$ cat src/rtl/rdpid_pkg.sv
// Shared types and constants for the roll damper PID block.
// Used by rdpid_ctrl, rdpid_dp and roll_damper_pid_top; no dependencies.
package rdpid_pkg;

  // Configuration register indexes
  localparam logic [2:0] REG_RATE_GAIN      = 3'd0;
  localparam logic [2:0] REG_ANGLE_GAIN     = 3'd1;
  localparam logic [2:0] REG_INTEGRAL_GAIN  = 3'd2;
  localparam logic [2:0] REG_INTEGRAL_LIMIT = 3'd3;
  localparam logic [2:0] REG_TIME_STEP      = 3'd4;

  // Fixed-point constants
  localparam int unsigned ANGLE_TO_RAD_Q = 46851;  // pi/18000 in Q28
  localparam int          DAMP_LIMIT     = 4500;
  localparam int unsigned MIN_AIRSPEED   = 1000;

  // Payload widths
  localparam int CFG_W   = 21;
  localparam int IN_W    = 64;
  localparam int OUT_W   = 16;

  // Controller states
  typedef enum logic [3:0] {
    ST_IDLE,
    ST_CONV,
    ST_ANG,
    ST_INC,
    ST_ACC,
    ST_T2,
    ST_T3,
    ST_FIN,
    ST_DONE
  } rdpid_state_t;

  // Datapath step selector
  typedef enum logic [2:0] {
    STEP_NONE,
    STEP_CONV,
    STEP_ANG,
    STEP_INC,
    STEP_ACC,
    STEP_T2,
    STEP_T3,
    STEP_FIN
  } dp_step_t;

  // Controller to datapath commands
  typedef struct packed {
    logic     load;
    dp_step_t step;
    logic     out_load;
  } dp_cmd_t;

  // Datapath to controller status
  typedef struct packed {
    logic in_active;
    logic out_free;
  } dp_sts_t;

endpackage

$ cat src/rtl/rdpid_ctrl.sv
// Sequencing state machine for the roll damper PID block.
// Depends on rdpid_pkg; drives rdpid_dp through dp_cmd_t.
module rdpid_ctrl (
  input  logic              clk,
  input  logic              rst,
  input  logic              in_valid,
  output logic              in_ready,
  input  rdpid_pkg::dp_sts_t sts,
  output rdpid_pkg::dp_cmd_t cmd
);

  rdpid_pkg::rdpid_state_t state, state_next;

  // State register
  always_ff @(posedge clk) begin
    if (rst) begin
      state <= rdpid_pkg::ST_IDLE;
    end else begin
      state <= state_next;
    end
  end

  // Next state and commands
  always_comb begin
    state_next   = state;
    in_ready     = 1'b0;
    cmd.load     = 1'b0;
    cmd.step     = rdpid_pkg::STEP_NONE;
    cmd.out_load = 1'b0;
    case (state)
      rdpid_pkg::ST_IDLE: begin
        in_ready = 1'b1;
        if (in_valid) begin
          cmd.load   = 1'b1;
          state_next = sts.in_active ? rdpid_pkg::ST_CONV : rdpid_pkg::ST_DONE;
        end
      end
      rdpid_pkg::ST_CONV: begin
        cmd.step   = rdpid_pkg::STEP_CONV;
        state_next = rdpid_pkg::ST_ANG;
      end
      rdpid_pkg::ST_ANG: begin
        cmd.step   = rdpid_pkg::STEP_ANG;
        state_next = rdpid_pkg::ST_INC;
      end
      rdpid_pkg::ST_INC: begin
        cmd.step   = rdpid_pkg::STEP_INC;
        state_next = rdpid_pkg::ST_ACC;
      end
      rdpid_pkg::ST_ACC: begin
        cmd.step   = rdpid_pkg::STEP_ACC;
        state_next = rdpid_pkg::ST_T2;
      end
      rdpid_pkg::ST_T2: begin
        cmd.step   = rdpid_pkg::STEP_T2;
        state_next = rdpid_pkg::ST_T3;
      end
      rdpid_pkg::ST_T3: begin
        cmd.step   = rdpid_pkg::STEP_T3;
        state_next = rdpid_pkg::ST_FIN;
      end
      rdpid_pkg::ST_FIN: begin
        cmd.step   = rdpid_pkg::STEP_FIN;
        state_next = rdpid_pkg::ST_DONE;
      end
      rdpid_pkg::ST_DONE: begin
        // Hold until the output register can take the result
        if (sts.out_free) begin
          cmd.out_load = 1'b1;
          state_next   = rdpid_pkg::ST_IDLE;
        end
      end
      default: begin
        state_next = rdpid_pkg::ST_IDLE;
      end
    endcase
  end

endmodule

$ cat config.mk
export PLATFORM = sky130hd
export DESIGN_NAME = rdpid_ctrl
export DESIGN_NICKNAME = d
export VERILOG_FILES = /design/src/rtl/rdpid_pkg.sv /design/src/rtl/rdpid_ctrl.sv
export SDC_FILE = /design/constraint.sdc
export NUM_CORES = 1
export LEC_CHECK = 0
export BUFFER_PORTS_ARGS = -buffer_cell sky130_fd_sc_hd__buf_2
export CAP_MARGIN = 0
export CORE_AREA = 8 8 45 47
export CTS_BUF_LIST = sky130_fd_sc_hd__clkbuf_2 sky130_fd_sc_hd__clkbuf_4 sky130_fd_sc_hd__clkbuf_8
export DETAILED_ROUTE_END_ITERATION = 10
export DIE_AREA = 0 0 53 55
export SLEW_MARGIN = 10
export SYNTH_ARGS = -nofsm -noshare
export SYNTH_HDL_FRONTEND = slang
export SYNTH_SLANG_ARGS = --single-unit
$ cat constraint.sdc
create_clock -name clk -period 1.3 [get_ports clk]
set_input_delay 0.065 -clock clk [delete_from_list [all_inputs] [get_ports clk]]
set_output_delay 0.065 -clock clk [all_outputs]
set_load 0.005 [all_outputs]
# == After elaboration in Yosys (flattened, before gate mapping) ==
# Cells that the tools add are included.
# op_classes
bitwise,0
n_reduce_logical,2
n_lt_le_gt_ge,0
n_mux,10
n_eq_ne,10
n_addsub,0
shifts,0
mul,0
div_mod_pow,0
# op_table
op,n
case mux 4 bit (9 select lines),1
case mux 3 bit (7 select lines),1
equality test 4 x 3 -> 1 bit (second input constant),4
two-way mux 4 bit,3
equality test 4 x 2 -> 1 bit (second input constant),2
two-way mux 1 bit,5
equality test 4 x 1 -> 1 bit (second input constant),1
equality test 4 bit (second input constant),1
logical NOT 4 bit,1
inequality test 2 bit (second input constant),2
AND reduction 2 bit,1
# word_totals
latchBits,0
ff_bits,4
ramBits,0
n_memories,0
romBits,0

# == Logic depth before layout (Yosys ltp) ==
# Gate-level depths: netlist of the first run.
# logic_depth
depth_word,3
mapped_depth,3
ltp_nobuf,3

# == Worst setup path before layout of the first run ==
# OpenSTA, ideal clock, no wires.
# synth_timing
path_type,register to register
startpoint,reg state[1]
endpoint,reg state[3]
path_buffers,0
stages_incl_launch_ff,4
path_slack_ns,-0.079
arrival_time_ns,1.278
synth_period_minus_slack_ns,1.379
path_cell_list,dfxtp_1 or3_1 or4b_1 o41ai_1
# synth_via
elab_chain_len,3
# synth_rtl
element,line,text
"start, declared",rdpid_ctrl.sv:12,"rdpid_pkg::rdpid_state_t state, state_next;"
"start signal, assigned",rdpid_ctrl.sv:17,state <= rdpid_pkg::ST_IDLE;
"start signal, assigned",rdpid_ctrl.sv:19,state <= state_next;
equality test 4 bit / logical NOT 4 bit (equally long branches),rdpid_ctrl.sv:30,case (state)
inequality test 2 bit (no line),--,
AND reduction 2 bit (no line),--,
# Parallel ways exist; a longest one is shown, timed or not.
# A chain may end at the register's enable or synchronous reset.

==> flow_summary.yaml, run 1 <==
outcome:
  run_status: "finished, violations left"
  violations: "negative setup slack"
detailed_routing:
  drc: 0
  antenna_left: 0
  vias_per_cell: 4.10
  dr.pass1.iters: 2
  first_iter_violations: 2
  wl_um: 580
  num_vias: 242
  wl_per_cell_um: 9.83
placed_design:
  dpl_worst_slack_ns: -0.0324
  port_buffers: 10
  place_congestion: 0.688
cells_and_area:
  largest-register: "state"
  drive_above_1_share_pct: 55.8
  area_growth_pct: 80.6
  fill_cells: 158
  reg_top3: "state: 4 flops"
  insertedDiodeCount: 0
  largest_register_ffs: 4
  final_nets: 50
critical_path:
  rr_startpoint: "state[1]"
  rr_endpoint: "state[3]"
  worst_ep_arrival_time_ns: 1.34
  cp_slowest_stage_delay_ns: 0.40
  cp_cell_sequence: "or3_4, buf_6, nor2_4, and2_1, buf_2"
  rrSetupSlack_ns: -0.09
  cp.required_ns: 1.24
  crit_fanout: 4
  endpoint_kind: "primary output"
  cp-start-kind: "flop"
  slowest_stage: "or3_4"
  reg2regPathDepth: 3
  cp-startpoint: "state[1]"
  path_class: "flop to primary output"
yosys:
  yosysMostFrequentCell: "dfxtp_1"
  yosysSeqAreaShare_pct: 38.8
  synth_top_area_cell: "dfxtp_1"
  ys_ff_latch: 4
  synth.area.top_cells: "dfxtp_1, nor2b_1, nor2_1"
  ys_types: 16
  syn_inst: 25
  ys.flop_type: "dfxtp_1"
  syn_area_per_cell_um2: 8.26
  synth_nets: 30
  synth_edf_count: 0
  syn-cell-area_um2: 206
  yosysWarnings: 0
  async_flop_share_pct: 0
  yosysTopAreaCellShare_pct: 38.8
  yosys-top-cells-count: "dfxtp_1, nor2_1, nor2b_1, nand2_1, nor3_1"
grt:
  antenna_found_initial: 0
  grt_max_degree: 10
  overflow: 0
  grt_usage_pct: 4.64
  grt_pass1_wl_um: 917
  first_global_vias: 230
clock_tree:
  cts.path.max_buffers: 2
  cts_buffers: 3
  cts_sinks: 4
  clk_pin_slew_ns: 0.04
  clock_latency_ns: 0.23
  cts_max_level: 1
  cts_root_buf: "clkbuf_4"
  cts_tree: "yes"
sta:
  setup_viol: 3
  skew_ns: 0.000587
  fin_ws_ns: -0.107
  fmax_mhz: 711
  hold_viol: 0
  worstMarginPinSlew_ns: 0.238
  slew_viol_final: 0
  fin_crit_sh_pct: 108
  relSlewSlack_pct: 84.0
  rsz0062_at_grt: "true"
  layout_min_cycle_time_ns: 1.41
  fin_hold_ws_ns: 0.0697
floorplanning:
  core_region_area_um2: 1380
  design.portCount: 11
  rows: 14
  dieArea_um2: 2920
  die_w_um: 53
  die_h_um: 55
  start_util_pct: 14.9
min_path:
  hp-class: "input port to flop"
  whs_path_depth: 2
  worstHoldEndpoint: "state[1]"
  hp-start: "rst"
power:
  p_leak_nw: 0.175
  peakVddDrop_mv: 0.315
  power.density_nw_per_um2: 1240
flow_run:
  cap_violations: 0
[final cells by class]
| type | count | area (µm²) | share of cell area [%] |
|---|---|---|---|
| multi-input cells | 20 | 143 | 38.3 |
| well taps | 16 | 20.0 | 5.37 |
| clock buffers | 3 | 22.5 | 6.04 |
| flip-flops and latches | 4 | 82.6 | 22.1 |
| repair buffers | 16 | 105 | 28.2 |
[metrics by stage]
step | cells | utilization (%) | total power [mW] | TNS, ns | instance area (µm²)
floorplan | 25 | - | 0.210 | -0.0315 | 214
global route | 59 | 26.9 | 0.503 | -0.425 | 373
finish | 59 | 26.9 | 0.463 | -0.278 | 373
CTS | 58 | 25.9 | 0.452 | -0.254 | 359
detailed placement | 55 | 23.0 | 0.276 | -0.0324 | 318
global placement | 55 | 23.0 | 0.276 | -0.00917 | 318
[kinds of logic after synthesis]
logic type,share of synthesized area (%)
simple gates,39.4
xor+xnor,8.49
compound gates,11.5
buf+inv,1.82
flops,38.8
[worst max path at each step]
stage          slack [ns]       end  cells after the start
2_1_floorplan       -0.03  state[3]                      3
3_3_place_gp       -0.009  state[3]                      3
3_5_place_dp        -0.03  state[3]                      3
4_1_cts             -0.13    cmd[4]                      5
5_1_grt             -0.17    cmd[4]                      5
6_report            -0.11    cmd[4]                      5
[worst max-delay path, delay by kind of cell (launching register included)]
kind,cells,cell delay (ns)
buffers and inverters,2,0.23
DFF,1,0.31
and+or+nand+nor,3,0.58
[layer usage]
| layer | vias up | routed length (µm) | track usage, % |
|---|---|---|---|
| met4 | 0 | 5 | 5.17 |
| met1 | 104 | 225 | 4.10 |
| met5 | - | 0 | 0 |
| li1 | 129 | - | - |
| met3 | 2 | 88 | 4.01 |
| met2 | 7 | 260 | 6.05 |
[where the power goes]
| part | internal, mW | leakage (nW) | switching (mW) |
|---|---|---|---|
| registers | 0.136 | 0.0336 | 0.00539 |
| clock network | 0.103 | 0.0138 | 0.0451 |
| logic | 0.102 | 0.127 | 0.0714 |
| total | 0.341 | 0.175 | 0.122 |
[placed cells by master (no fill, tap or decap)]
cell type | Yosys | routed
clkbuf_4 | 0 | 3
or3_4 | 0 | 1
buf_4 | 0 | 5
dfxtp_2 | 0 | 2
nand2_1 | 2 | 2
nor2_1 | 3 | 2
a211oi_1 | 1 | 1
nand3_1 | 1 | 1
o41ai_2 | 0 | 1
o21a_1 | 1 | 1
buf_2 | 0 | 9
buf_6 | 0 | 2
and2_1 | 1 | 1
nor2b_1 | 3 | 3
or4b_1 | 1 | 1
xnor2_1 | 1 | 1
dfxtp_1 | 4 | 2
nor2_4 | 0 | 1
xor2_1 | 1 | 1
nor3_1 | 2 | 2
nor4_1 | 1 | 1
[what timing repair did]
action | CTS | global route
hold buffers | 0 | 0
endpoints found under the setup margin | 3 | 3
resized for setup | 4 | 1
setup buffers | 0 | 1
pin swaps | 3 | 0
(Power assumes the default switching activity.)
==> run 2: changes to the inputs <==
ABC_AREA = 1   (was unset)
==> run 2 against run 1 <==
Net effect: the run now ends clean; sequential share of layout area rose by 1.2 points; register-to-register slack improved by 0.35 ns; synthesized area rose by 21%; critical path depth fell by 1.
==> flow_summary.yaml, run 2 <==
detailed_routing:
  wl_um: 616
  dr.pass1.iters: 2
  wl_per_cell_um: 8.93
  first_iter_violations: 9
  drc: 0
  vias_per_cell: 3.90
  num_vias: 269
  antenna_left: 0
sta:
  hold_viol: 0
  layout_min_cycle_time_ns: 1.17
  worstMarginPinSlew_ns: 0.283
  fmax_mhz: 856
  setup_tns_ns: 0
  skew_ns: 0.00228
  relSlewSlack_pct: 81.1
  slew_viol_final: 0
  setup_viol: 0
  fin_crit_sh_pct: 89.8
  rsz0062_at_grt: "false"
grt:
  first_global_vias: 252
  grt_usage_pct: 4.48
  antenna_found_initial: 0
  grt_pass1_wl_um: 952
  overflow: 0
  grt_max_degree: 7
critical_path:
  path_class: "flop to primary output"
  cp.required_ns: 1.24
  crit_fanout: 6
  cp-start-kind: "flop"
  rrSetupSlack_ns: 0.26
  reg2regPathDepth: 4
  worst_ep_arrival_time_ns: 1.10
  rr_startpoint: "state[3]"
  rr_endpoint: "state[3]"
  endpoint_kind: "primary output"
cells_and_area:
  reg_top3: "state: 4 flops"
  insertedDiodeCount: 0
  drive_above_1_share_pct: 37.7
  finalInstanceArea_um2: 343
  ff_latch_area_um2: 80.1
  layout_common_cells: "buf_2, inv_1, nor2_1"
  largest_register_ffs: 4
  largest-register: "state"
  area_growth_pct: 37.0
  multi_input_area_um2: 136
  final_nets: 60
  mostFrequentLayoutCell: "buf_2"
  fill_cells: 158
clock_tree:
  cts-resized-gates: 0
  cts.path.max_buffers: 2
  cts_sinks: 4
  holdBufCountCts: 0
  cts_buffers: 3
  clock_latency_ns: 0.23
  cts_setup_buffers: 0
  clk_pin_slew_ns: 0.04
  cts_max_level: 1
  cts_root_buf: "clkbuf_4"
  cts_tree: "yes"
yosys:
  yosysSeqAreaShare_pct: 32.0
  synth_nets: 45
  synth_top_area_cell: "dfxtp_1"
  syn_area_per_cell_um2: 6.26
  syn-cell-area_um2: 250
  syn_inst: 40
  synth_edf_count: 0
  yosysTopAreaCellShare_pct: 32.0
  ys_ff_latch: 4
  yosys-top-cells-count: "inv_1, nor2_1, nand2_1"
  yosysWarnings: 0
  async_flop_share_pct: 0
  yosysMostFrequentCell: "inv_1"
  synth.area.top_cells: "dfxtp_1, inv_1, nor2_2"
  ys.flop_type: "dfxtp_1"
  ys_types: 13
floorplanning:
  core_region_area_um2: 1380
  design.portCount: 11
  start_util_pct: 18.1
  die_h_um: 55
  dieArea_um2: 2920
  rows: 14
  die_w_um: 53
flow_run:
  cap_violations: 0
placed_design:
  place_congestion: 0.718
  dp_hpwl_um: 518
  port_buffers: 10
  place_area_um2: 320
min_path:
  hp-class: "input port to flop"
  whs_path_depth: 2
  hp-start: "rst"
  worstHoldEndpoint: "state[0]"
outcome:
  run_status: "finished, final reports clean"
power:
  peakVddDrop_mv: 0.478
  p_leak_nw: 0.181
  power.density_nw_per_um2: 1290
## run 2: cell count changes in the layout (fill, tap and decap cells not counted), sizes merged, moves of 2 or more
cell,before,now
nor2b,3,0
o21ai,0,2
inv,0,9
nor2,3,10
nand2,2,5
nand3,1,5
buf,16,10
a21oi,0,3
## run 2: worst max path at each step
stage,slack [ns],endpoint,start
after floorplan,0.40,state[3],state[3]
after global placement,0.30,state[3],state[3]
after detailed placement,0.28,state[3],state[3]
after CTS,0.12,cmd[4],state[3]
after global routing,0.04,cmd[4],state[3]
final,0.13,cmd[4],state[3]
## run 2: metal layers
layer | vias to the layer above | track usage [%] | share of wire, %
li1 | 151 | - | -
met1 | 114 | 4.26 | 46
met2 | 4 | 7.23 | 48
met3 | 0 | 2.14 | 6.2
met4 | 0 | 3.88 | 0
met5 | - | 0 | 0
## run 2: layout make-up
| class | count | share of cell area, % |
|---|---|---|
| Sequential cell | 4 | 23.4 |
| Tap cell | 16 | 5.84 |
| Multi-Input combinational cell | 27 | 39.8 |
| Clock buffer | 3 | 6.57 |
| Inverter | 9 | 9.85 |
| Timing Repair Buffer | 10 | 14.6 |
## run 2: power by group
| part | total [mW] | leakage (nW) | switching, mW | internal [mW] |
|---|---|---|---|---|
| combinational | 0.133 | 0.135 | 0.0772 | 0.0560 |
| clock | 0.153 | 0.0138 | 0.0497 | 0.103 |
| sequential | 0.155 | 0.0327 | 0.0179 | 0.137 |
## run 2: cell families after synthesis
group	count (synthesis)	share of synthesized area, %
DFF	4	32.0
AOI/OAI and AO/OA	5	9.99
and+or+nand+nor	22	44.5
buffers and inverters	9	13.5
## run 2: through the flow
step / power, mW / instances / hold WS (ns) / setup WS (ns) / util (%)
after global routing: 0.476 / 69 / 0.0658 / 0.0367 / 24.8
after floorplan: 0.241 / 40 / 0.134 / 0.397 / -
after CTS: 0.452 / 69 / 0.0444 / 0.118 / 24.8
after detailed placement: 0.292 / 66 / 0.296 / 0.278 / 23.1
after global placement: 0.291 / 66 / 0.294 / 0.296 / 23.1
final: 0.441 / 69 / 0.0536 / 0.132 / 24.8
## run 2: critical path, stage by stage (launching register included)
cell     delay [ns]
dfxtp_1        0.38
nor2_2         0.21
nand2_1        0.09
nor2_1         0.08
buf_2          0.11
